$ cat config.mk
export PLATFORM = sky130hd
export DESIGN_NAME = parking_sensor_zone_tracker_flat
export DESIGN_NICKNAME = d
export VERILOG_FILES = /design/src/pzt_pkg.sv /design/src/pzt_stream_if.sv /design/src/pzt_seq.sv /design/src/pzt_dp.sv /design/src/parking_sensor_zone_tracker.sv /design/src/flat_wrapper.sv
export SDC_FILE = /design/constraint.sdc
export NUM_CORES = 1
export LEC_CHECK = 0
export BUFFER_PORTS_ARGS = -buffer_cell sky130_fd_sc_hd__buf_2
export CAP_MARGIN = 5
export CORE_MARGIN = 2
export CORE_UTILIZATION = 40
export CTS_BUF_LIST = sky130_fd_sc_hd__clkbuf_8
export CTS_CLUSTER_DIAMETER = 150
export DETAILED_ROUTE_END_ITERATION = 7
export PLACE_DENSITY_LB_ADDON = 0.3
export REMOVE_ABC_BUFFERS = 1
export SYNTH_ARGS = -nofsm -noshare
export SYNTH_HDL_FRONTEND = slang
export SYNTH_SLANG_ARGS = --single-unit
$ cat constraint.sdc
create_clock -name i_clk -period 14.95 [get_ports i_clk]
set_input_delay 0.7475 -clock i_clk [delete_from_list [all_inputs] [get_ports i_clk]]
set_output_delay 0.7475 -clock i_clk [all_outputs]
set_load 0.01 [all_outputs]
$ cat src/pzt_pkg.sv
// Shared types, constants and microcode encodings for the parking sensor zone tracker.
package pzt_pkg;

    localparam int BYTE_W     = 8;
    localparam int ADDR_W     = 3;
    localparam int LVL_W      = 2;
    localparam int DIST_W     = 14;
    localparam int CFG_IDX_W  = 2;
    localparam int HIGH_SHIFT = 5;
    localparam int STEP_W     = 3;

    localparam logic [DIST_W-1:0] NEAR_RESET = 14'd200;
    localparam logic [DIST_W-1:0] MID_RESET  = 14'd600;
    localparam logic [DIST_W-1:0] FAR_RESET  = 14'd1500;

    localparam logic [CFG_IDX_W-1:0] CFG_NEAR = 2'd0;
    localparam logic [CFG_IDX_W-1:0] CFG_MID  = 2'd1;
    localparam logic [CFG_IDX_W-1:0] CFG_FAR  = 2'd2;

    localparam logic [LVL_W-1:0] LVL_NEAREST = 2'd3;
    localparam logic [LVL_W-1:0] LVL_NEAR    = 2'd2;
    localparam logic [LVL_W-1:0] LVL_MID     = 2'd1;
    localparam logic [LVL_W-1:0] LVL_FAR     = 2'd0;

    localparam logic KIND_SENSOR = 1'b0;
    localparam logic KIND_SOUND  = 1'b1;

    typedef logic [LVL_W-1:0] t_level;

    typedef struct packed {
        logic              event_kind;
        logic [ADDR_W-1:0] sensor_id;
        t_level            level;
        logic              last;
    } t_event;

    localparam int EVENT_W = $bits(t_event);

    typedef logic [STEP_W-1:0] t_step;

    localparam t_step STEP_ADDR     = 3'd0;
    localparam t_step STEP_HIGH     = 3'd1;
    localparam t_step STEP_LOW      = 3'd2;
    localparam t_step STEP_WRITE    = 3'd3;
    localparam t_step STEP_SOUND    = 3'd4;
    localparam t_step STEP_EMIT_LVL = 3'd5;
    localparam t_step STEP_EMIT_SND = 3'd6;

    typedef enum logic [2:0] {
        OP_NOP,
        OP_LATCH_ADDR,
        OP_LATCH_HIGH,
        OP_CLASSIFY,
        OP_WRITE_LVL,
        OP_SOUND,
        OP_EMIT_LVL,
        OP_EMIT_SND
    } t_op;

    typedef enum logic [1:0] {
        W_NONE,
        W_IN,
        W_OUT
    } t_wait;

    typedef enum logic [1:0] {
        C_NEVER,
        C_ALWAYS,
        C_BAD_ADDR,
        C_NO_LVL_CHG
    } t_cond;

    typedef struct packed {
        t_op   op;
        t_wait wait_on;
        t_cond cond;
        t_step target;
    } t_uword;

    typedef struct packed {
        t_op  op;
        logic in_ready;
    } t_ctrl;

    typedef struct packed {
        logic out_free;
        logic addr_bad;
        logic lvl_chg;
    } t_stat;

endpackage

$ cat src/pzt_stream_if.sv
// Valid/ready stream interface carrying one word per handshake.
interface pzt_stream_if #(
    parameter int WIDTH = 8
) ();
    logic             valid;
    logic             ready;
    logic [WIDTH-1:0] data;

    modport source (output valid, output data, input ready);
    modport sink   (input valid, input data, output ready);
endinterface

$ cat src/pzt_seq.sv
// Microcode sequencer: step counter, control store and conditional jumps.
module pzt_seq (
    input  logic           i_clk,
    input  logic           i_rst_n,
    input  logic           i_in_valid,
    input  pzt_pkg::t_stat i_stat,
    output pzt_pkg::t_ctrl o_ctrl
);

    function automatic pzt_pkg::t_uword ucode(input pzt_pkg::t_step s);
        pzt_pkg::t_uword w;
        w = '{pzt_pkg::OP_NOP, pzt_pkg::W_NONE, pzt_pkg::C_ALWAYS, pzt_pkg::STEP_ADDR};
        unique case (s)
            pzt_pkg::STEP_ADDR: w = '{pzt_pkg::OP_LATCH_ADDR, pzt_pkg::W_IN,
                                      pzt_pkg::C_BAD_ADDR, pzt_pkg::STEP_ADDR};
            pzt_pkg::STEP_HIGH: w = '{pzt_pkg::OP_LATCH_HIGH, pzt_pkg::W_IN,
                                      pzt_pkg::C_NEVER, pzt_pkg::STEP_ADDR};
            pzt_pkg::STEP_LOW: w = '{pzt_pkg::OP_CLASSIFY, pzt_pkg::W_IN,
                                     pzt_pkg::C_NEVER, pzt_pkg::STEP_ADDR};
            pzt_pkg::STEP_WRITE: w = '{pzt_pkg::OP_WRITE_LVL, pzt_pkg::W_NONE,
                                       pzt_pkg::C_NEVER, pzt_pkg::STEP_ADDR};
            pzt_pkg::STEP_SOUND: w = '{pzt_pkg::OP_SOUND, pzt_pkg::W_NONE,
                                       pzt_pkg::C_NO_LVL_CHG, pzt_pkg::STEP_EMIT_SND};
            pzt_pkg::STEP_EMIT_LVL: w = '{pzt_pkg::OP_EMIT_LVL, pzt_pkg::W_OUT,
                                          pzt_pkg::C_NEVER, pzt_pkg::STEP_ADDR};
            pzt_pkg::STEP_EMIT_SND: w = '{pzt_pkg::OP_EMIT_SND, pzt_pkg::W_OUT,
                                          pzt_pkg::C_ALWAYS, pzt_pkg::STEP_ADDR};
            default: w = '{pzt_pkg::OP_NOP, pzt_pkg::W_NONE,
                           pzt_pkg::C_ALWAYS, pzt_pkg::STEP_ADDR};
        endcase
        return w;
    endfunction

    pzt_pkg::t_step  r_pc;
    pzt_pkg::t_step  n_pc;
    pzt_pkg::t_uword w_word;
    logic            w_go;
    logic            w_jump;

    assign w_word = ucode(r_pc);

    always_comb begin
        unique case (w_word.wait_on)
            pzt_pkg::W_NONE: w_go = 1'b1;
            pzt_pkg::W_IN:   w_go = i_in_valid;
            pzt_pkg::W_OUT:  w_go = i_stat.out_free;
            default:         w_go = 1'b0;
        endcase
    end

    always_comb begin
        unique case (w_word.cond)
            pzt_pkg::C_NEVER:      w_jump = 1'b0;
            pzt_pkg::C_ALWAYS:     w_jump = 1'b1;
            pzt_pkg::C_BAD_ADDR:   w_jump = i_stat.addr_bad;
            pzt_pkg::C_NO_LVL_CHG: w_jump = !i_stat.lvl_chg;
            default:               w_jump = 1'b1;
        endcase
    end

    always_comb begin
        n_pc = r_pc;
        if (w_go) begin
            n_pc = w_jump ? w_word.target : r_pc + pzt_pkg::STEP_W'(1);
        end
    end

    always_ff @(posedge i_clk) begin
        if (!i_rst_n) begin
            r_pc <= pzt_pkg::STEP_ADDR;
        end else begin
            r_pc <= n_pc;
        end
    end

    assign o_ctrl.op       = w_go ? w_word.op : pzt_pkg::OP_NOP;
    assign o_ctrl.in_ready = (w_word.wait_on == pzt_pkg::W_IN);

endmodule

$ cat src/pzt_dp.sv
// Datapath: limit registers, frame registers, sensor levels, sound level and output register.
module pzt_dp #(
    parameter int SENSOR_COUNT = 6
) (
    input  logic                           i_clk,
    input  logic                           i_rst_n,
    input  pzt_pkg::t_ctrl                 i_ctrl,
    input  logic [pzt_pkg::BYTE_W-1:0]     i_byte,
    input  logic                           i_cfg_we,
    input  logic [pzt_pkg::CFG_IDX_W-1:0]  i_cfg_idx,
    input  logic [pzt_pkg::DIST_W-1:0]     i_cfg_data,
    input  logic                           i_out_ready,
    output pzt_pkg::t_stat                 o_stat,
    output logic                           o_out_valid,
    output pzt_pkg::t_event                o_out_data
);

    logic [pzt_pkg::DIST_W-1:0] r_near;
    logic [pzt_pkg::DIST_W-1:0] r_mid;
    logic [pzt_pkg::DIST_W-1:0] r_far;

    logic [pzt_pkg::ADDR_W-1:0] r_addr;
    logic [pzt_pkg::BYTE_W-1:0] r_high;
    pzt_pkg::t_level            r_lvl_new;
    pzt_pkg::t_level            r_levels [SENSOR_COUNT];
    pzt_pkg::t_level            r_sound;
    logic                       r_lvl_chg;
    logic                       r_snd_chg;
    logic                       r_out_valid;
    pzt_pkg::t_event            r_out_data;

    logic [pzt_pkg::DIST_W-1:0] w_dist;
    pzt_pkg::t_level            w_class;
    logic [SENSOR_COUNT-1:0]    w_hit;
    logic                       w_differs;
    logic                       w_raised;
    pzt_pkg::t_level            w_raise_lvl;
    pzt_pkg::t_level            w_peak;
    logic                       w_out_free;

    // Distance is high*32 + low; it fits in 14 bits.
    assign w_dist = (pzt_pkg::DIST_W'(r_high) << pzt_pkg::HIGH_SHIFT)
                  + pzt_pkg::DIST_W'(i_byte);

    always_comb begin
        if (w_dist < r_near) begin
            w_class = pzt_pkg::LVL_NEAREST;
        end else if (w_dist < r_mid) begin
            w_class = pzt_pkg::LVL_NEAR;
        end else if (w_dist < r_far) begin
            w_class = pzt_pkg::LVL_MID;
        end else begin
            w_class = pzt_pkg::LVL_FAR;
        end
    end

    always_comb begin
        w_differs = 1'b0;
        for (int i = 0; i < SENSOR_COUNT; i++) begin
            w_hit[i] = (r_addr == pzt_pkg::ADDR_W'(i + 1));
            if (w_hit[i] && (r_levels[i] != r_lvl_new)) begin
                w_differs = 1'b1;
            end
        end
    end

    // The lowest-numbered sensor above the sound level wins, so scan downward and overwrite.
    always_comb begin
        w_raised    = 1'b0;
        w_raise_lvl = pzt_pkg::LVL_FAR;
        w_peak      = pzt_pkg::LVL_FAR;
        for (int i = SENSOR_COUNT - 1; i >= 0; i--) begin
            if (r_levels[i] > r_sound) begin
                w_raised    = 1'b1;
                w_raise_lvl = r_levels[i];
            end
        end
        for (int i = 0; i < SENSOR_COUNT; i++) begin
            if (r_levels[i] > w_peak) begin
                w_peak = r_levels[i];
            end
        end
    end

    assign w_out_free = !r_out_valid || i_out_ready;

    always_ff @(posedge i_clk) begin
        if (!i_rst_n) begin
            r_near <= pzt_pkg::NEAR_RESET;
            r_mid  <= pzt_pkg::MID_RESET;
            r_far  <= pzt_pkg::FAR_RESET;
        end else if (i_cfg_we) begin
            case (i_cfg_idx)
                pzt_pkg::CFG_NEAR: r_near <= i_cfg_data;
                pzt_pkg::CFG_MID:  r_mid  <= i_cfg_data;
                pzt_pkg::CFG_FAR:  r_far  <= i_cfg_data;
                default: ;
            endcase
        end
    end

    always_ff @(posedge i_clk) begin
        case (i_ctrl.op)
            pzt_pkg::OP_LATCH_ADDR: r_addr    <= pzt_pkg::ADDR_W'(i_byte);
            pzt_pkg::OP_LATCH_HIGH: r_high    <= i_byte;
            pzt_pkg::OP_CLASSIFY:   r_lvl_new <= w_class;
            default: ;
        endcase
    end

    always_ff @(posedge i_clk) begin
        if (!i_rst_n) begin
            for (int i = 0; i < SENSOR_COUNT; i++) begin
                r_levels[i] <= pzt_pkg::LVL_FAR;
            end
            r_sound   <= pzt_pkg::LVL_FAR;
            r_lvl_chg <= 1'b0;
            r_snd_chg <= 1'b0;
        end else begin
            if (i_ctrl.op == pzt_pkg::OP_WRITE_LVL) begin
                r_lvl_chg <= w_differs;
                for (int i = 0; i < SENSOR_COUNT; i++) begin
                    if (w_hit[i]) begin
                        r_levels[i] <= r_lvl_new;
                    end
                end
            end
            if (i_ctrl.op == pzt_pkg::OP_SOUND) begin
                if (w_raised) begin
                    r_sound   <= w_raise_lvl;
                    r_snd_chg <= 1'b1;
                end else if (w_peak < r_sound) begin
                    r_sound   <= w_peak;
                    r_snd_chg <= 1'b1;
                end else begin
                    r_snd_chg <= 1'b0;
                end
            end
        end
    end

    // The sequencer only issues an emit when the output register is free.
    always_ff @(posedge i_clk) begin
        if (!i_rst_n) begin
            r_out_valid <= 1'b0;
        end else if (i_ctrl.op == pzt_pkg::OP_EMIT_LVL && r_lvl_chg) begin
            r_out_valid <= 1'b1;
            r_out_data  <= '{pzt_pkg::KIND_SENSOR, r_addr, r_lvl_new, !r_snd_chg};
        end else if (i_ctrl.op == pzt_pkg::OP_EMIT_SND && r_snd_chg) begin
            r_out_valid <= 1'b1;
            r_out_data  <= '{pzt_pkg::KIND_SOUND, pzt_pkg::ADDR_W'(0), r_sound, 1'b1};
        end else if (i_out_ready) begin
            r_out_valid <= 1'b0;
        end
    end

    assign o_stat.out_free = w_out_free;
    assign o_stat.addr_bad = (i_byte == pzt_pkg::BYTE_W'(0))
                          || (i_byte > pzt_pkg::BYTE_W'(SENSOR_COUNT));
    assign o_stat.lvl_chg  = r_lvl_chg;
    assign o_out_valid     = r_out_valid;
    assign o_out_data      = r_out_data;

endmodule

$ cat src/parking_sensor_zone_tracker.sv
// Top level of the parking sensor zone tracker: sequencer plus datapath.
//
//  channel | dir | word                                   | accepted when
//  --------+-----+----------------------------------------+------------------------
//  i_in    | in  | rx_byte[7:0]                           | i_in.valid & i_in.ready
//  o_out   | out | event_kind, sensor_id[2:0], level, last| o_out.valid & o_out.ready
//  cfg     | in  | i_cfg_idx selects limit, i_cfg_data    | i_cfg_we
//
// Each byte of a frame is taken in its own input step. After the low byte the
// sequencer runs the level write, the sound scan and one or two emit steps
// before it accepts the next address byte. Emit steps hold while the output
// register still carries an untaken word. Reset is synchronous and restores the
// default limits, clears all sensor levels and the sound level.
module parking_sensor_zone_tracker #(
    parameter int SENSOR_COUNT = 6
) (
    input  logic                          i_clk,
    input  logic                          i_rst_n,
    pzt_stream_if.sink                    i_in,
    pzt_stream_if.source                  o_out,
    input  logic                          i_cfg_we,
    input  logic [pzt_pkg::CFG_IDX_W-1:0] i_cfg_idx,
    input  logic [pzt_pkg::DIST_W-1:0]    i_cfg_data
);

    pzt_pkg::t_ctrl  w_ctrl;
    pzt_pkg::t_stat  w_stat;
    pzt_pkg::t_event w_out_data;
    logic            w_out_valid;

    // The sequencer walks the microprogram: address, high byte, low byte,
    // level write, sound update, level event, sound event.
    pzt_seq u_seq (
        .i_clk      (i_clk),
        .i_rst_n    (i_rst_n),
        .i_in_valid (i_in.valid),
        .i_stat     (w_stat),
        .o_ctrl     (w_ctrl)
    );

    // The datapath holds all state but the step counter and carries out one operation per step.
    pzt_dp #(
        .SENSOR_COUNT (SENSOR_COUNT)
    ) u_dp (
        .i_clk       (i_clk),
        .i_rst_n     (i_rst_n),
        .i_ctrl      (w_ctrl),
        .i_byte      (i_in.data[pzt_pkg::BYTE_W-1:0]),
        .i_cfg_we    (i_cfg_we),
        .i_cfg_idx   (i_cfg_idx),
        .i_cfg_data  (i_cfg_data),
        .i_out_ready (o_out.ready),
        .o_stat      (w_stat),
        .o_out_valid (w_out_valid),
        .o_out_data  (w_out_data)
    );

    assign i_in.ready  = w_ctrl.in_ready;
    assign o_out.valid = w_out_valid;
    assign o_out.data  = w_out_data;

endmodule

$ cat src/flat_wrapper.sv
// flat-port wrapper written by rule: the top's interface ports become plain ports
module parking_sensor_zone_tracker_flat 
#(
    parameter int SENSOR_COUNT = 6
)
  (i_clk, i_rst_n, i_cfg_we, i_cfg_idx, i_cfg_data, i_in_valid, i_in_data, i_in_ready, o_out_valid, o_out_data, o_out_ready);
  pzt_stream_if #(.WIDTH(pzt_pkg::BYTE_W)) i_in_i ();
  pzt_stream_if #(.WIDTH(pzt_pkg::EVENT_W)) o_out_i ();
  input  logic i_clk;
  input  logic i_rst_n;
  input  logic i_cfg_we;
  input  logic [pzt_pkg::CFG_IDX_W-1:0] i_cfg_idx;
  input  logic [pzt_pkg::DIST_W-1:0] i_cfg_data;
  input wire logic [$bits(i_in_i.valid)-1:0] i_in_valid;
  input wire logic [$bits(i_in_i.data)-1:0] i_in_data;
  output wire logic [$bits(i_in_i.ready)-1:0] i_in_ready;
  output wire logic [$bits(o_out_i.valid)-1:0] o_out_valid;
  output wire logic [$bits(o_out_i.data)-1:0] o_out_data;
  input wire logic [$bits(o_out_i.ready)-1:0] o_out_ready;
  assign i_in_i.valid = i_in_valid;
  assign i_in_i.data = i_in_data;
  assign i_in_ready = i_in_i.ready;
  assign o_out_valid = o_out_i.valid;
  assign o_out_data = o_out_i.data;
  assign o_out_i.ready = o_out_ready;
  parking_sensor_zone_tracker #(.SENSOR_COUNT(SENSOR_COUNT)) u_core (.i_clk(i_clk), .i_rst_n(i_rst_n), .i_in(i_in_i), .o_out(o_out_i), .i_cfg_we(i_cfg_we), .i_cfg_idx(i_cfg_idx), .i_cfg_data(i_cfg_data));
endmodule
; ---- Word-level counts from Yosys, hierarchy flattened
; Memory sizes are Yosys's and may differ from the RTL's.
; Index checks and enable logic that the tools add are counted.
[totals]
register_bits = 70
latch_bits = 0
ram_bits = 12
romBits = 0
in_bits = 29
output_inout_bits = 9
elab_cells = 172
n_memories = 1
[memory_table]
columns = name, words, width, rd, rd_ports_with_merged_regs, write_ports, line_no
row1 = u_core.u_dp.r_levels, 6, 2, 6, 0, 6, pzt_dp.sv:25  ; pzt_pkg::t_level r_levels [SENSOR_COUNT];
[op_classes]
addsub = 2
multipliers = 0
n_div = 0
n_lt_le_gt_ge = 17
n_eq_ne = 32
shift = 0
n_mux = 71
n_bitwise = 6
n_reduce_logical = 27
[op_table]
columns = op, n
row1 = $pmux W10 S7, 1
row2 = $mux W1, 44
row3 = $lt A14 B14 Y1, 3
row4 = $mux W2, 20
row5 = $eq A3 B3 Y1 const B, 10
row6 = $gt A2 B2 Y1, 11
row7 = $eq A3 B2 Y1 const B, 6
row8 = $add A13 B8 Y14, 1
row9 = $ne A2 B2 Y1, 6
row10 = $reduce_and A2 Y1, 5
row11 = $eq A3 B1 Y1 const B, 3
row12 = $eq A2 B2 Y1 const B, 4
row13 = $gt A8 B3 Y1 const B, 1
row14 = $logic_and A1 B1 Y1, 8
row15 = $logic_not A8 Y1, 1
row16 = $mux W7, 1
row17 = $eq A2 B1 Y1 const B, 3
row18 = $logic_not A2 Y1, 3
row19 = $mux W3, 2
row20 = $mux W6, 1
row21 = $or A1 B1 Y1, 6
row22 = $pmux W1 S4, 1
row23 = $reduce_bool A2 Y1, 2
row24 = $add A3 B1 Y3 const B, 1
row25 = other kinds (8), 11

; ---- Depth between registers and ports, before layout
; An unclocked memory read counts as a cell.
[logic_depth]
word_depth = 16
mapped_depth = 27
mapped_depth_nobuf = 27

; ---- Hierarchy
; Synthesis repeated with hierarchy kept, for this count alone.
[hier_totals]
hier_cells = 610
hier_area_um2 = 5437.7
[by_module_without_submodules]
columns = module, instances, cells_per_inst, area_each_um2, seq_area_each_um2
row1 = pzt_dp, 1, 569, 5104.9, 1901.8
row2 = pzt_seq, 1, 41, 332.8, 60.1

; ---- Least setup slack after synthesis
; Ideal clock, no wire load.
[synth_timing]
path_kind = register to register
from = mem u_core.u_dp.r_levels[1][1] (netlist bit)
to = reg u_core.u_dp.r_sound[0]
setup_ns = 0.115
arrival_time_ns = 4.850
t_required_ns = 14.835
path_slack_ns = 9.985
path_stages_with_launch = 28
n_path_buf = 0
synth_period_minus_slack_ns = 4.965
path_cell_list = edfxtp_1 -> inv_1 -> ha_1 -> nand2b_1 -> a21oi_2 -> nor2_1 -> ha_1 -> nand2b_1 -> and2_1 -> o31ai_4 -> ha_1 -> inv_1 -> o22ai_1 -> mux2i_4 -> inv_1 -> ha_1 -> nand2b_1 -> o21ai_4 -> nor2_1 -> a21oi_1 -> ha_1 -> inv_1 -> o22ai_2 -> mux2_2 -> a31oi_4 -> o41ai_4 -> and2_1 -> o21a_1
[synth_lines]
columns = element, line_no
row1 = "start, declared", pzt_dp.sv:25
row2 = "end signal, assigned", pzt_dp.sv:116  ; r_sound <= pzt_pkg::LVL_FAR;
row3 = "end signal, assigned", pzt_dp.sv:130  ; r_sound <= w_raise_lvl;
row4 = "end signal, assigned", pzt_dp.sv:133  ; r_sound <= w_peak;
row5 = "end, declared", pzt_dp.sv:26  ; pzt_pkg::t_level r_sound;

==> flow_summary.ini <==
[timing]
setup_viol = 0
slew_violations = 0
max_freq_mhz = 184
finalCriticalPeriod_ns = 5.42
finalSetupTns_ns = 0
skew_ns = 0.0149
worstMarginPinSlew_ns = 1.18
hold_viol = 0
max_slew_margin_pct = 21.2
fin_crit_sh_pct = 36.3
rsz0062_at_grt = no

[global_routing]
number_of_global_route_vias_before_repair = 4452
antenna_found_initial = 0
grt_first_pass_wirelength_mm = 20.4
global_route.overflow_total = 0
grt.total_usage_pct = 17.7
largest_net_degree_at_the_start_of_global_routing = 36

[power]
fin_total_pwr_uw = 596
powerDensity_nw_per_um2 = 101
vdd_drop_max_uv = 64.3
p_leak_uw = 0.00247

[yosys]
synth-simple-area-share_pct = 18.7
synth_sequential_area_ratio_pct = 36.3
xor_xnor_fraction_of_synth_area_pct = 3.08
synthesis.yosys.warnings = 0
post_synth_mux_area_share_pct = 0.834
syn_area_per_cell_um2 = 8.89
synth_area_um2 = 5400
synth_cells = 607
synth_compound_gate_area_share_pct = 17.5
yosys.cell_types.count = 70
main_combinational_cell_family_by_area_after_synthesis = simple AND/OR/NAND/NOR gates
yosys_register_bits = 82
ys_dominant_reg_cell = sky130_fd_sc_hd__dfxtp_1
synth_async_sr_flop_share_pct = 0
synth_adder_area_share_pct = 17.5
synth_edf_count = 32

[floorplan]
initial_util_pct = 40.9
die_area_um2 = 14400
io-pin-count = 38
placement_rows = 42
floorplan_die_height_um = 120
floorplan.die.width_um = 120
core_area_um2 = 13200

[worst_setup_path]
critical_path.max_fanout = 5
timing.critical_path.required_ns = 15.22
worstPathArrival_ns = 5.69
cp_endpoint_kind = flop
path_class = reg -> reg
setup.worst_path.start_class = flop

[clock_network]
clockRootBuffer = sky130_fd_sc_hd__clkbuf_8
cts_setup_buffers = 0
clk_pin_slew_ns = 0.08
clkLatencyLatePin_ns = 0.37
clkSinkCount = 82
number_of_buffers_added_by_the_clock_tree_synthesis_step = 9
holdBufCountCts = 0
cts_tree = built
cts.repair.resized = 0
cts.path.max_buffers = 2
clock_tree.htree_level_count = 3

[placement]
dp_hpwl_mm = 9.16
buffer_ports.inserted = 37
gp_congestion = 0.867

[layout]
final_layout_size_suffix_gt1_share_pct = 12.8
syn2layout_area_growth_pct = 9.81
antenna-diode-count = 0
final_net_count = 741
num-fill-cells = 1319

[detailed_routing]
finalWirelength_mm = 11.9
drt-initial-drc-count = 169
avgViaCountPerCell = 5.28
ant_nets = 0
route.vias.total = 4321
dr.pass1.iters = 5
drt_drc_violations_left = 0
wl_cell_um = 14.6

[min_path]
worstHoldPathType = reg -> reg

[flow_run]
timing.max_cap.violations = 0

[run_status]
run_status = finished, final reports clean
[layout by cell type, fill, tap and decap left out, drive strengths merged, types with 7 or more instances in the layout]
cell type,instances
nand3,8
clkbuf,9
inv,64
nor3,7
nand2,94
nor2b,13
edfxtp,32
nand2b,11
nor2,40
o21ai,24
ha,74
buf,38
xor2,12
o211ai,15
dfxtp,50
a21o,11
xnor2,7
a21oi,54
[worst paths after layout]
check	startpoint	to	slack, ns	depth (start not counted)
setup / recovery	u_core.u_dp.r_levels[1][1]$_SDFFCE_PN0P_	u_core.u_dp.r_sound[0]$_SDFFE_PN0P_	9.53	27
hold / removal	u_core.u_dp.r_near[12]$_SDFFE_PN0P_	u_core.u_dp.r_near[12]$_SDFFE_PN0P_	0.46	2
setup reg to reg	u_core.u_dp.r_levels[1][1]$_SDFFCE_PN0P_	u_core.u_dp.r_sound[0]$_SDFFE_PN0P_	9.53	27
hold reg to reg	u_core.u_dp.r_near[12]$_SDFFE_PN0P_	u_core.u_dp.r_near[12]$_SDFFE_PN0P_	0.46	2
[cells in the mapped netlist (all sizes together) (3+ instances only)]
cell	instances	area, um^2
or3	3	20.0
inv	64	240
o21ai	24	150
o21a	3	22.5
nand4	4	31.3
clkbuf	15	56.3
nor4	3	25.0
buf	4	26.3
and2	6	37.5
xor2	12	105
nor2	40	153
nand3b	4	30.0
and3	6	42.5
nor3	7	46.3
nand3	8	40.0
xnor2	7	61.3
a211oi	4	35.0
edfxtp	32	961
dfxtp	50	1000
nand2b	11	68.8
o211ai	15	113
a21oi	54	274
a31oi	3	33.8
a311oi	3	26.3
a21o	11	82.6
nor2b	13	81.3
nand2	94	355
ha	74	926
[sequential cells by signal, indices dropped and copies added (netlist names)]
register	flops
u_core.u_dp.o_out_data	7
u_core.u_dp.o_out_valid	1
u_core.u_dp.r_addr	3
u_core.u_dp.r_far	14
u_core.u_dp.r_high	8
u_core.u_dp.r_levels	12
u_core.u_dp.r_lvl_chg	1
u_core.u_dp.r_lvl_new	2
u_core.u_dp.r_mid	14
u_core.u_dp.r_near	14
u_core.u_dp.r_snd_chg	1
u_core.u_dp.r_sound	2
u_core.u_seq.r_pc	3
[layer usage]
metal  up-vias  track usage, %  part of all wire (%)
met5         -               0                     0
met4         0            6.10                   2.2
met3        25            4.61                   4.0
met2        76            32.1                    51
met1      2060            19.9                    42
li1       2160               -                     -
[cell families (layout without fill, tap and decap cells)]
logic type,count (synthesis),in the layout
AO/OA/AOI/OAI,135,135
XOR/XNOR,19,19
adder cells (fa/ha/maj),75,75
buffers and inverters,84,119
flip-flops,82,82
multiplexers,3,3
AND/OR/NAND/NOR,209,209
[critical path, stage by stage (launching register included)]
cell	delay [ns]
sky130_fd_sc_hd__edfxtp_1	0.44
sky130_fd_sc_hd__inv_1	0.07
sky130_fd_sc_hd__ha_1	0.32
sky130_fd_sc_hd__nand2b_1	0.18
sky130_fd_sc_hd__a21oi_2	0.21
sky130_fd_sc_hd__nor2_1	0.08
sky130_fd_sc_hd__ha_1	0.28
sky130_fd_sc_hd__nand2b_1	0.07
sky130_fd_sc_hd__and2_1	0.18
sky130_fd_sc_hd__o31ai_4	0.24
sky130_fd_sc_hd__ha_1	0.20
sky130_fd_sc_hd__nor2_1	0.05
sky130_fd_sc_hd__o22ai_1	0.26
sky130_fd_sc_hd__mux2i_4	0.34
sky130_fd_sc_hd__inv_1	0.07
sky130_fd_sc_hd__ha_1	0.29
sky130_fd_sc_hd__nand2b_1	0.12
sky130_fd_sc_hd__o21ai_4	0.09
sky130_fd_sc_hd__nor2_1	0.15
sky130_fd_sc_hd__a21oi_1	0.07
sky130_fd_sc_hd__ha_1	0.28
sky130_fd_sc_hd__inv_1	0.04
sky130_fd_sc_hd__o22ai_2	0.24
sky130_fd_sc_hd__mux2_2	0.40
sky130_fd_sc_hd__a31oi_4	0.22
sky130_fd_sc_hd__o41ai_4	0.11
sky130_fd_sc_hd__and2_1	0.17
sky130_fd_sc_hd__o21a_1	0.16
[through the flow]
stage	cell area, um^2	setup slack (ns)	hold WS (ns)	instances	util (%)
detailed placement	5730	9.53	0.447	802	43.5
global route	5930	9.12	0.474	818	44.9
CTS	5930	9.52	0.458	818	44.9
global placement	5730	9.81	0.444	802	43.5
finish	5930	9.53	0.458	818	44.9
floorplan	5320	9.99	0.436	588	-
[report_power, final]
| group | total, uW | switching, uW | internal (uW) | leakage [uW] |
|---|---|---|---|---|
| Clock | 160 | 83.0 | 76.7 | 0.0000990 |
| Combinational | 170 | 100 | 69.8 | 0.00166 |
| Sequential | 266 | 18.5 | 248 | 0.000711 |
| Total | 596 | 202 | 394 | 0.00247 |
[area by class of cell]
cell class                 instances  area (um^2)  area share, %
tap                              176          220           3.72
clock inverter                     7         70.1           1.18
sequential                        82         1960           33.1
timing repair buffer              38          193           3.25
multi-input combinational        441         3110           52.5
clock buffer                       9          124           2.09
inverter                          65          244           4.12
(Power assumes the default switching activity.)
